[src/design/fds_pkg.sv]
// Package for the float-to-decimal split core: field widths, decode constants
// and the power-of-ten table. No dependencies.
`timescale 1ns / 1ps

package fds_pkg;

    localparam int unsigned MAX_DIGITS = 9;

    localparam int unsigned BITS_W   = 32;
    localparam int unsigned DIGITS_W = 4;
    localparam int unsigned INT_W    = 31;
    localparam int unsigned FRAC_W   = 30;
    localparam int unsigned MANT_W   = 24;
    localparam int unsigned SHIFT_W  = 6;
    localparam int unsigned PROD_W   = MANT_W + FRAC_W;
    localparam int unsigned SUM_W    = PROD_W + 2;

    localparam logic [7:0] EXP_ALL_ONES  = 8'hFF;
    localparam logic [7:0] EXP_UNIT      = 8'd150;  // exponent where the LSB weighs one
    localparam logic [7:0] EXP_SAT       = 8'd157;  // above this the integer exceeds 31 bits
    localparam logic [7:0] SUBNORM_SHIFT = 8'd149;
    localparam logic [7:0] MAX_SHIFT     = 8'd55;   // beyond this the fraction rounds to zero

    localparam logic [DIGITS_W-1:0] DIGITS_LIMIT = DIGITS_W'(MAX_DIGITS);
    localparam logic [INT_W-1:0]    INT_MAX      = 31'h7FFF_FFFF;

    typedef logic [FRAC_W-1:0] frac_t;

    // Ten to the given digit count; codes above nine never reach this after clamping.
    function automatic frac_t pow10(input logic [DIGITS_W-1:0] digits);
        frac_t result;
        case (digits)
            4'd0:    result = 30'd1;
            4'd1:    result = 30'd10;
            4'd2:    result = 30'd100;
            4'd3:    result = 30'd1000;
            4'd4:    result = 30'd10000;
            4'd5:    result = 30'd100000;
            4'd6:    result = 30'd1000000;
            4'd7:    result = 30'd10000000;
            4'd8:    result = 30'd100000000;
            4'd9:    result = 30'd1000000000;
            default: result = 30'd1000000000;
        endcase
        return result;
    endfunction

endpackage

[src/design/float_to_decimal_split_core.sv]
// Float-to-decimal split core: single-precision pattern in, sign / integer /
// decimal fraction out. Depends on fds_pkg.
`timescale 1ns / 1ps

//  channel   | signals                                            | direction
//  ----------+----------------------------------------------------+----------
//  input     | in_valid, in_ready, value_bits                     | in
//  result    | out_valid, out_ready, negative, integer_part,      | out
//            | fraction_part, overflow                            |
//  config    | cfg_write_en, cfg_write_data (frac_digits)         | in
//
//  One beat enters per cycle while in_ready is high; each result passes in order through the stages below.
//  Stages: decode and mantissa split, remainder times ten to the digits,
//  round and shift, digit carry into the integer part (output register).
//  rst_n clears all valid bits and sets frac_digits to two.
//  A stalled output holds only the stages behind it that are full; bubbles close up.
module float_to_decimal_split_core
    import fds_pkg::*;
(
    input  logic                clk,
    input  logic                rst_n,
    input  logic                in_valid,
    output logic                in_ready,
    input  logic [BITS_W-1:0]   value_bits,
    output logic                out_valid,
    input  logic                out_ready,
    output logic                negative,
    output logic [INT_W-1:0]    integer_part,
    output logic [FRAC_W-1:0]   fraction_part,
    output logic                overflow,
    input  logic                cfg_write_en,
    input  logic [DIGITS_W-1:0] cfg_write_data
);

    logic [DIGITS_W-1:0] frac_digits_reg;

    // stage 1: decode
    logic                s1_valid_reg;
    logic                s1_neg_reg, s1_ovf_reg, s1_rnd_reg;
    logic [INT_W-1:0]    s1_q_reg;
    logic [MANT_W-1:0]   s1_rem_reg;
    logic [SHIFT_W-1:0]  s1_sh_reg;
    logic [DIGITS_W-1:0] s1_digits_reg;

    // stage 2: product
    logic                s2_valid_reg;
    logic                s2_neg_reg, s2_ovf_reg, s2_rnd_reg;
    logic [INT_W-1:0]    s2_q_reg;
    logic [SHIFT_W-1:0]  s2_sh_reg;
    logic [DIGITS_W-1:0] s2_digits_reg;
    logic [PROD_W-1:0]   s2_prod_reg;

    // stage 3: rounded fraction
    logic                s3_valid_reg;
    logic                s3_neg_reg, s3_ovf_reg;
    logic [INT_W-1:0]    s3_q_reg;
    logic [DIGITS_W-1:0] s3_digits_reg;
    logic [FRAC_W-1:0]   s3_f_reg;

    // stage 4: output register
    logic                out_valid_reg;
    logic                neg_reg, ovf_reg;
    logic [INT_W-1:0]    int_reg;
    logic [FRAC_W-1:0]   frac_reg;
    logic [DIGITS_W-1:0] out_digits_reg;

    logic out_free, s3_free, s2_free, s1_free;

    // Per-stage ready chain: a stage may load when empty or when its successor moves.
    assign out_free = !out_valid_reg || out_ready;
    assign s3_free  = !s3_valid_reg || out_free;
    assign s2_free  = !s2_valid_reg || s3_free;
    assign s1_free  = !s1_valid_reg || s2_free;
    assign in_ready = s1_free;

    // Configuration register
    always_ff @(posedge clk or negedge rst_n)
    begin
        if (!rst_n)
        begin
            frac_digits_reg <= 4'd2;
        end
        else if (cfg_write_en)
        begin
            frac_digits_reg <= cfg_write_data;
        end
    end

    // Stage 1 logic: split magnitude into integer q and fractional remainder rem
    logic [7:0]          expo;
    logic [MANT_W-1:0]   mant;
    logic [7:0]          sh_full;
    logic [2:0]          up_shift;
    logic                s1_ovf_next, s1_rnd_next;
    logic [INT_W-1:0]    s1_q_next;
    logic [MANT_W-1:0]   s1_rem_next;
    logic [SHIFT_W-1:0]  s1_sh_next;
    logic [DIGITS_W-1:0] s1_digits_next;

    always_comb
    begin
        expo           = value_bits[30:23];
        mant           = {expo != 8'd0, value_bits[22:0]};
        sh_full        = (expo == 8'd0) ? SUBNORM_SHIFT : EXP_UNIT - expo;
        up_shift       = 3'(expo - EXP_UNIT);
        s1_digits_next = (frac_digits_reg > DIGITS_LIMIT) ? DIGITS_LIMIT : frac_digits_reg;
        s1_ovf_next    = 1'b0;
        s1_rnd_next    = 1'b0;
        s1_q_next      = '0;
        s1_rem_next    = '0;
        s1_sh_next     = '0;
        if (expo == EXP_ALL_ONES || expo > EXP_SAT)
        begin
            s1_ovf_next = 1'b1;
            s1_q_next   = INT_MAX;
        end
        else if (expo >= EXP_UNIT)
        begin
            s1_q_next = INT_W'(mant) << up_shift;
        end
        else if (sh_full <= MAX_SHIFT)
        begin
            s1_sh_next  = sh_full[SHIFT_W-1:0];
            s1_q_next   = INT_W'(mant >> s1_sh_next);
            s1_rem_next = mant & ~({MANT_W{1'b1}} << s1_sh_next);
            s1_rnd_next = (s1_digits_next != '0);
        end
    end

    // Stage 2 logic: scale the remainder by ten to the digits
    logic [PROD_W-1:0] s2_prod_next;
    assign s2_prod_next = PROD_W'(s1_rem_reg) * PROD_W'(pow10(s1_digits_reg));

    // Stage 3 logic: add half an output LSB and drop the binary fraction
    logic [SUM_W-1:0]   half, sum, f_wide;
    logic [SHIFT_W-1:0] sh_less;
    assign sh_less = s2_sh_reg - SHIFT_W'(1);
    assign half    = s2_rnd_reg ? (SUM_W'(1) << sh_less) : '0;
    assign sum     = SUM_W'(s2_prod_reg) + half;
    assign f_wide  = sum >> s2_sh_reg;

    // Stage 4 logic: a fraction that rounded up to a whole carries into the integer
    logic              carry;
    logic [INT_W-1:0]  int_next;
    logic [FRAC_W-1:0] frac_next;
    assign carry     = (s3_f_reg == pow10(s3_digits_reg));
    assign int_next  = s3_q_reg + INT_W'(carry);
    assign frac_next = carry ? '0 : s3_f_reg;

    // Advance valid bits
    always_ff @(posedge clk or negedge rst_n)
    begin
        if (!rst_n)
        begin
            s1_valid_reg  <= 1'b0;
            s2_valid_reg  <= 1'b0;
            s3_valid_reg  <= 1'b0;
            out_valid_reg <= 1'b0;
        end
        else
        begin
            if (s1_free)
            begin
                s1_valid_reg <= in_valid;
            end
            if (s2_free)
            begin
                s2_valid_reg <= s1_valid_reg;
            end
            if (s3_free)
            begin
                s3_valid_reg <= s2_valid_reg;
            end
            if (out_free)
            begin
                out_valid_reg <= s3_valid_reg;
            end
        end
    end

    // Advance payload with its stage
    always_ff @(posedge clk)
    begin
        if (s1_free && in_valid)
        begin
            s1_neg_reg    <= value_bits[31];
            s1_ovf_reg    <= s1_ovf_next;
            s1_rnd_reg    <= s1_rnd_next;
            s1_q_reg      <= s1_q_next;
            s1_rem_reg    <= s1_rem_next;
            s1_sh_reg     <= s1_sh_next;
            s1_digits_reg <= s1_digits_next;
        end
        if (s2_free && s1_valid_reg)
        begin
            s2_neg_reg    <= s1_neg_reg;
            s2_ovf_reg    <= s1_ovf_reg;
            s2_rnd_reg    <= s1_rnd_reg;
            s2_q_reg      <= s1_q_reg;
            s2_sh_reg     <= s1_sh_reg;
            s2_digits_reg <= s1_digits_reg;
            s2_prod_reg   <= s2_prod_next;
        end
        if (s3_free && s2_valid_reg)
        begin
            s3_neg_reg    <= s2_neg_reg;
            s3_ovf_reg    <= s2_ovf_reg;
            s3_q_reg      <= s2_q_reg;
            s3_digits_reg <= s2_digits_reg;
            s3_f_reg      <= f_wide[FRAC_W-1:0];
        end
        if (out_free && s3_valid_reg)
        begin
            neg_reg        <= s3_neg_reg;
            ovf_reg        <= s3_ovf_reg;
            int_reg        <= int_next;
            frac_reg       <= frac_next;
            out_digits_reg <= s3_digits_reg;
        end
    end

    assign out_valid     = out_valid_reg;
    assign negative      = neg_reg;
    assign integer_part  = int_reg;
    assign fraction_part = frac_reg;
    assign overflow      = ovf_reg;

    // The fraction always stays below ten to its digit count.
    a_frac_in_range: assert property (@(posedge clk) disable iff (!rst_n)
        out_valid_reg |-> (frac_reg < pow10(out_digits_reg)))
        else $error("fraction not below ten to the digits");

    // A saturated result carries the largest integer and no fraction.
    a_ovf_sat: assert property (@(posedge clk) disable iff (!rst_n)
        (out_valid_reg && ovf_reg) |-> (int_reg == INT_MAX && frac_reg == '0))
        else $error("overflow result not saturated");

    // Zero digits leave no fraction.
    a_zero_digits: assert property (@(posedge clk) disable iff (!rst_n)
        (out_valid_reg && out_digits_reg == '0) |-> (frac_reg == '0))
        else $error("fraction present with zero digits");

    // Input back-pressure only arises from a full pipe behind a stalled output.
    a_ready_chain: assert property (@(posedge clk) disable iff (!rst_n)
        !in_ready |-> (out_valid_reg && !out_ready && s1_valid_reg
                       && s2_valid_reg && s3_valid_reg))
        else $error("input stalled with room in the pipeline");

endmodule
[config.mk]
export PLATFORM = sky130hd
export DESIGN_NAME = float_to_decimal_split_core
export DESIGN_NICKNAME = d
export VERILOG_FILES = /design/src/design/fds_pkg.sv /design/src/design/float_to_decimal_split_core.sv
export SDC_FILE = /design/constraint.sdc
export NUM_CORES = 2
export LEC_CHECK = 0
export ABC_AREA = 1
export ABC_CLOCK_PERIOD_IN_PS = 20600
export BUFFER_PORTS_ARGS = -buffer_cell sky130_fd_sc_hd__buf_2
export CELL_PAD_IN_SITES_DETAIL_PLACEMENT = 2
export CELL_PAD_IN_SITES_GLOBAL_PLACEMENT = 2
export CORE_ASPECT_RATIO = 2
export CORE_MARGIN = 10
export CORE_UTILIZATION = 42
export DETAILED_ROUTE_END_ITERATION = 10
export PLACE_DENSITY = 0.89
export SYNTH_ARGS = -nofsm -noshare
export SYNTH_HDL_FRONTEND = slang
export SYNTH_SLANG_ARGS = --single-unit
[constraint.sdc]
create_clock -name clk -period 20.6 [get_ports clk]
set_clock_uncertainty 0.05 [all_clocks]
set_input_delay 1.03 -clock clk [delete_from_list [all_inputs] [get_ports clk]]
set_output_delay 1.03 -clock clk [all_outputs]
set_load 0.03 [all_outputs]
# Yosys cells after proc, flatten, opt, wreduce, memory -nomap -nowiden

Memories as Yosys holds them, arrays and structs flattened. A register that Yosys moved wholly into a read port is not among the register bits.
Cells that the tools add are included.

Logic and storage cells: 75
Bits in registers: 304
Input port bits: 41
Memories kept: 2
Output and inout bits: 65
ROM bits: 960

Memory list:

| memory           | depth | width | read ports | clocked after memory_dff | wr ports | line          | source |
|---|---|---|---|---|---|---|---|
| (name not given) | 16    | 30    | 1          | 1                        | 0        | fds_pkg.sv:32 | `case (digits)` |
| (name not given) | 16    | 30    | 1          | 1                        | 0        | fds_pkg.sv:32 |  |

Multipliers: 1
$add $sub $neg: 5
Bitwise operators: 3
Reductions and logical operators: 17
Shift operators: 5
Equality and inequality tests: 2
Magnitude comparators: 4
Muxes and demuxes: 8

Operators by type and width:

| operator                                             | count |
|---|---|
| 2-to-1 mux 31 bit                                    | 2 |
| adder 54 x 56 -> 56 bit                              | 1 |
| 2-to-1 mux 56 bit                                    | 1 |
| << shifter 1 x 6 -> 56 bit (first input constant)    | 1 |
| right shift 56 x 6 -> 30 bit                         | 1 |
| multiplier 24 x 30 -> 54 bit                         | 1 |
| adder 31 x 1 -> 31 bit                               | 1 |
| << shifter 24 x 3 -> 31 bit                          | 1 |
| right shift 24 x 6 -> 31 bit                         | 1 |
| == test 30 bit                                       | 1 |
| AND 24 bit                                           | 1 |
| inverter 24 bit                                      | 1 |
| << shifter 24 x 6 -> 24 bit (first input constant)   | 1 |
| 2-to-1 mux 4 bit                                     | 3 |
| == test 8 bit (second input constant)                | 1 |
| >= comparator 8 bit (second input constant)          | 1 |
| > comparator 8 bit (second input constant)           | 1 |
| <= comparator 8 x 6 -> 1 bit (second input constant) | 1 |
| logical NOT 8 bit                                    | 1 |
| 2-to-1 mux 8 bit                                     | 1 |
| nonzero test 8 bit                                   | 1 |
| subtractor 8 bit (first input constant)              | 1 |
| subtractor 6 x 1 -> 6 bit (second input constant)    | 1 |
| logical OR 1 bit                                     | 5 |
| other kinds (8)                                      | 14 |

# Logic depth before layout (Yosys ltp)

Depth in word-level cells: 7
Gate-level depth with buffers: 32
Depth with buffers taken out: 31

# Least setup slack after synthesis

No wires, ideal clock.

Kind: register to register
From: reg (tool-made name)
To: reg s2_prod_reg[53] (data pin)
Arrival: 6.191 ns
Setup slack: 14.097 ns
Library setup time: 0.262 ns
Clock period less this slack: 6.503 ns
Data required time: 20.288 ns
Buffers on the path: 1
Stages on the path, launching flop included: 27
Path through: dfxtp_1 clkbuf_1 nand2_1 inv_1 fa_1 fa_1 inv_1 fa_1 inv_1 fa_1 fa_1 fa_1 inv_1 fa_1 inv_1 ha_1 nand2_1 nor2_1 nand2_1 nor4_1 nand3_1 nand3_1 nand2_1 o211ai_1 a21oi_1 o21ai_1 xor2_1

RTL lines:

| what                   | line                               | source |
|---|---|---|
| end signal: assignment | float_to_decimal_split_core.sv:202 | `s2_prod_reg <= s2_prod_next;` |
| end: declaration       | float_to_decimal_split_core.sv:51  | `logic [PROD_W-1:0] s2_prod_reg;` |

==> out/results.md <==
• status: finished, final reports clean
• die extent in x: 254 µm
• DR DRC count: 0
• Via Count: 43800
• Die H: 489 µm
• min-delay worst type: primary input to asynchronous set/reset pin
• element type at the critical path start: flip-flop
• post-CTS setup buffer count: 0
• area of the mapped netlist: 0.0461 mm²
• total negative slack for setup checks: 0 ns
• sort of element at the end of the critical path: flip-flop
• hold-fix buffers at CTS: 0
• Peak Freq: 95.8 MHz
• Syn-to-layout area delta: 6.84%
• number of max-slew violations in the final report: 0
• remaining global-route overflow: 0
• wire length of the first global-routing pass: 352000 µm
• final hold violation count: 0
• Synthesized Nets: 6914
• number of gates resized after cts: 0
• total wirelength of the detailed-routed design: 246000 µm
• mean instance size in the synthesized netlist: 7.68 µm²
• overall track demand over capacity in global routing: 39.8%
• worst r2r path cells: 25
• RSZ-0062 raised after global routing: false
• die area: 0.124 mm²
• routability congestion estimate: 1.02
• Tightest Pin Transition: 1.40 ns
• Min Clock Period, post-route: 10.43 ns
• nets@finish: 6927
• Post-Syn Instances: 6001
• routed length per instance: 33.2 µm
• average via count per standard cell: 5.89
• setup violation total in the final timing report: 0
• Row Count: 171
• Clk Tree Root Cell: sky130_fd_sc_hd__clkbuf_16
• worst reg-to-reg setup slack: 10.17 ns
• number of violations of the max-capacitance limit: 0
• distinct cell type count of the synthesized netlist: 63
• ys async rst share: 2.29%
• antenna violations before repair: 15
• clock transition at the registers of the reported paths: 0.09 ns
• Iteration-0 DRC Markers: 2740
• Slew headroom: 6.09%
• Data arrival, critical path: 10.72 ns
• io pins: 106
• worst-path maximum fanout: 24
• biggest area consumer among synthesized cells: sky130_fd_sc_hd__fa_1
• synthesis-stage register bit count: 350
• buffer depth of the longest clock path: 3
• H-tree depth: 2
• sequential share of the synthesized area: 21.7%
• maximum number of pins on one net before global-route repair: 70
• CTS tree: yes
• proportion of layout cells with a drive suffix above 1: 5.12%
• data required time of the worst path: 20.88 ns
• top post-synthesis cells by area: sky130_fd_sc_hd__fa_1, sky130_fd_sc_hd__edfxtp_1, sky130_fd_sc_hd__inv_1, sky130_fd_sc_hd__nand2_1, sky130_fd_sc_hd__ha_1
• residual antenna-violating net count after detailed routing: 0
• category of the critical setup timing path: flip-flop to flip-flop
• most used flip-flop cell after synthesis: sky130_fd_sc_hd__edfxtp_1
• initial core utilization: 42.3%
• Detailed Routing Iterations Pass 1: 6
• clock net sink count: 350
• half-perimeter wire length after detailed placement: 190000 µm
• synth warn: 0
• number of global-route vias before repair: 51600
• latest clock arrival within the worst-skew pair: 0.60 ns
• portion of synthesized cell area occupied by the leading cell type: 26.8%
• placeable core region: 0.109 mm²
• EDFF count, synth: 296
• Worst R2R End: s2_prod_reg[53]
• final clock period utilization by the worst path: 50.7%
• number of buffers inserted during clock tree synthesis: 34
• Port-buffer cells: 105
==> Yosys cell counts (5+ instances only) <==
| cell | n |
|---|---|
| sky130_fd_sc_hd__inv_1 | 1516 |
| sky130_fd_sc_hd__nand2_2 | 7 |
| sky130_fd_sc_hd__nor2_2 | 10 |
| sky130_fd_sc_hd__o22ai_1 | 14 |
| sky130_fd_sc_hd__a311oi_1 | 5 |
| sky130_fd_sc_hd__o21bai_1 | 5 |
| sky130_fd_sc_hd__o21ai_1 | 19 |
| sky130_fd_sc_hd__or2_2 | 11 |
| sky130_fd_sc_hd__mux2i_1 | 17 |
| sky130_fd_sc_hd__nor3_1 | 42 |
| sky130_fd_sc_hd__nor2_1 | 359 |
| sky130_fd_sc_hd__buf_2 | 32 |
| sky130_fd_sc_hd__edfxtp_1 | 296 |
| sky130_fd_sc_hd__dfxtp_1 | 46 |
| sky130_fd_sc_hd__nand2_1 | 1501 |
| sky130_fd_sc_hd__a21o_1 | 12 |
| sky130_fd_sc_hd__ha_1 | 255 |
| sky130_fd_sc_hd__nand4_1 | 38 |
| sky130_fd_sc_hd__nand3b_1 | 9 |
| sky130_fd_sc_hd__a31oi_1 | 19 |
| sky130_fd_sc_hd__dfrtp_1 | 7 |
| sky130_fd_sc_hd__nor2_4 | 6 |
| sky130_fd_sc_hd__xnor2_1 | 37 |
| sky130_fd_sc_hd__nand3_1 | 508 |
| sky130_fd_sc_hd__a21oi_1 | 109 |
| sky130_fd_sc_hd__and2_1 | 10 |
| sky130_fd_sc_hd__xor2_1 | 79 |
| sky130_fd_sc_hd__o21ai_0 | 148 |
| sky130_fd_sc_hd__nor4_1 | 8 |
| sky130_fd_sc_hd__o221ai_1 | 9 |
| sky130_fd_sc_hd__a211oi_1 | 11 |
| sky130_fd_sc_hd__o21a_1 | 6 |
| sky130_fd_sc_hd__buf_1 | 16 |
| sky130_fd_sc_hd__inv_2 | 17 |
| sky130_fd_sc_hd__o211ai_1 | 13 |
| sky130_fd_sc_hd__nand3_2 | 5 |
| sky130_fd_sc_hd__clkbuf_1 | 138 |
| sky130_fd_sc_hd__fa_1 | 617 |
==> critical path, cell delays in order (launching register included) <==
cell	delay, ns
sky130_fd_sc_hd__dfxtp_1	1.14
sky130_fd_sc_hd__nand2_1	0.45
sky130_fd_sc_hd__fa_1	0.63
sky130_fd_sc_hd__inv_1	0.19
sky130_fd_sc_hd__fa_1	0.76
sky130_fd_sc_hd__inv_1	0.14
sky130_fd_sc_hd__fa_1	0.51
sky130_fd_sc_hd__fa_1	0.61
sky130_fd_sc_hd__fa_1	0.89
sky130_fd_sc_hd__inv_1	0.14
sky130_fd_sc_hd__fa_1	0.41
sky130_fd_sc_hd__inv_1	0.41
sky130_fd_sc_hd__fa_1	0.61
sky130_fd_sc_hd__inv_1	0.23
sky130_fd_sc_hd__ha_1	0.45
sky130_fd_sc_hd__nand2_1	0.13
sky130_fd_sc_hd__nor2_1	0.19
sky130_fd_sc_hd__inv_1	0.11
sky130_fd_sc_hd__nor4_1	1.08
sky130_fd_sc_hd__nand3_1	0.15
sky130_fd_sc_hd__nand3_1	0.25
sky130_fd_sc_hd__nand2_1	0.07
sky130_fd_sc_hd__o211ai_1	0.13
sky130_fd_sc_hd__a21oi_1	0.14
sky130_fd_sc_hd__o21ai_1	0.18
sky130_fd_sc_hd__xor2_1	0.09
==> placed cells by master, fill, tap and decap left out, drive strengths merged, types with 6 or more instances in the layout <==
| master | count |
|---|---|
| clkbuf | 44 |
| a21oi | 110 |
| nand2 | 1510 |
| diode | 7 |
| nor3 | 44 |
| xor2 | 79 |
| o21a | 6 |
| nand4 | 39 |
| mux2i | 17 |
| buf | 167 |
| o211ai | 13 |
| dfrtp | 7 |
| o221ai | 9 |
| inv | 1536 |
| nor2 | 375 |
| dfxtp | 46 |
| o21ai | 171 |
| edfxtp | 296 |
| xnor2 | 37 |
| fa | 617 |
| ha | 255 |
| or2 | 15 |
| a211oi | 11 |
| o22ai | 14 |
| a21o | 12 |
| nor4 | 10 |
| a31oi | 19 |
| and2 | 10 |
| nand3 | 513 |
| clkinv | 13 |
| nand3b | 9 |
==> through the flow <==
stage	utilization [%]	instances	instance area [µm²]	setup slack, ns	hold slack (ns)
3_3_place_gp	44.2	7361	48100	12.26	0.350
2_1_floorplan	-	6001	46100	14.10	0.350
5_1_grt	45.2	7423	49200	10.06	0.268
4_1_cts	45.2	7422	49200	11.47	0.253
6_report	45.2	7430	49300	10.17	0.285
3_5_place_dp	44.2	7361	48100	11.70	0.357
==> area by class of cell <==
type                            count  area, µm²
Multi-Input combinational cell   3925      29600
Antenna cell                        7       17.5
Clock buffer                       43        925
Inverter                         1535       5760
Sequential cell                   350      10000
Clock inverter                     18        216
Timing Repair Buffer              168        998
Tap cell                         1384       1730
Fill cell                       12500      59600
==> logic make-up (layout without fill, tap and decap cells) <==
logic type,after synthesis,count (layout),share of synthesized area [%]
flip-flops,350,350,21.7
other,0,7,0
AO/OA/AOI/OAI,394,394,4.93
XOR/XNOR,116,116,2.20
multiplexers,17,17,0.369
adder cells (fa/ha/maj),872,872,33.7
buffers and inverters,1726,1764,14.2
AND/OR/NAND/NOR,2526,2526,22.9
==> routing by layer <==
| metal | part of all wire (%) | track usage, % |
|---|---|---|
| met4 | 14 | 45.0 |
| met3 | 6.5 | 9.74 |
| met5 | 0.043 | 0 |
| met1 | 29 | 33.6 |
| met2 | 51 | 70.6 |
==> worst max path at each step <==
stage,start,slack (ns),endpoint,cells after the start
2_1_floorplan,flip-flop,14.10,s2_prod_reg[53],26
3_3_place_gp,flip-flop,12.26,s2_prod_reg[53],25
3_5_place_dp,flip-flop,11.70,s2_prod_reg[53],25
4_1_cts,flip-flop,11.47,s2_prod_reg[53],25
5_1_grt,flip-flop,10.06,s2_prod_reg[53],25
6_report,flip-flop,10.17,s2_prod_reg[53],25
Power is not shown: default switching activity piles up to over one toggle a cycle in this logic, so the estimate is an artifact.
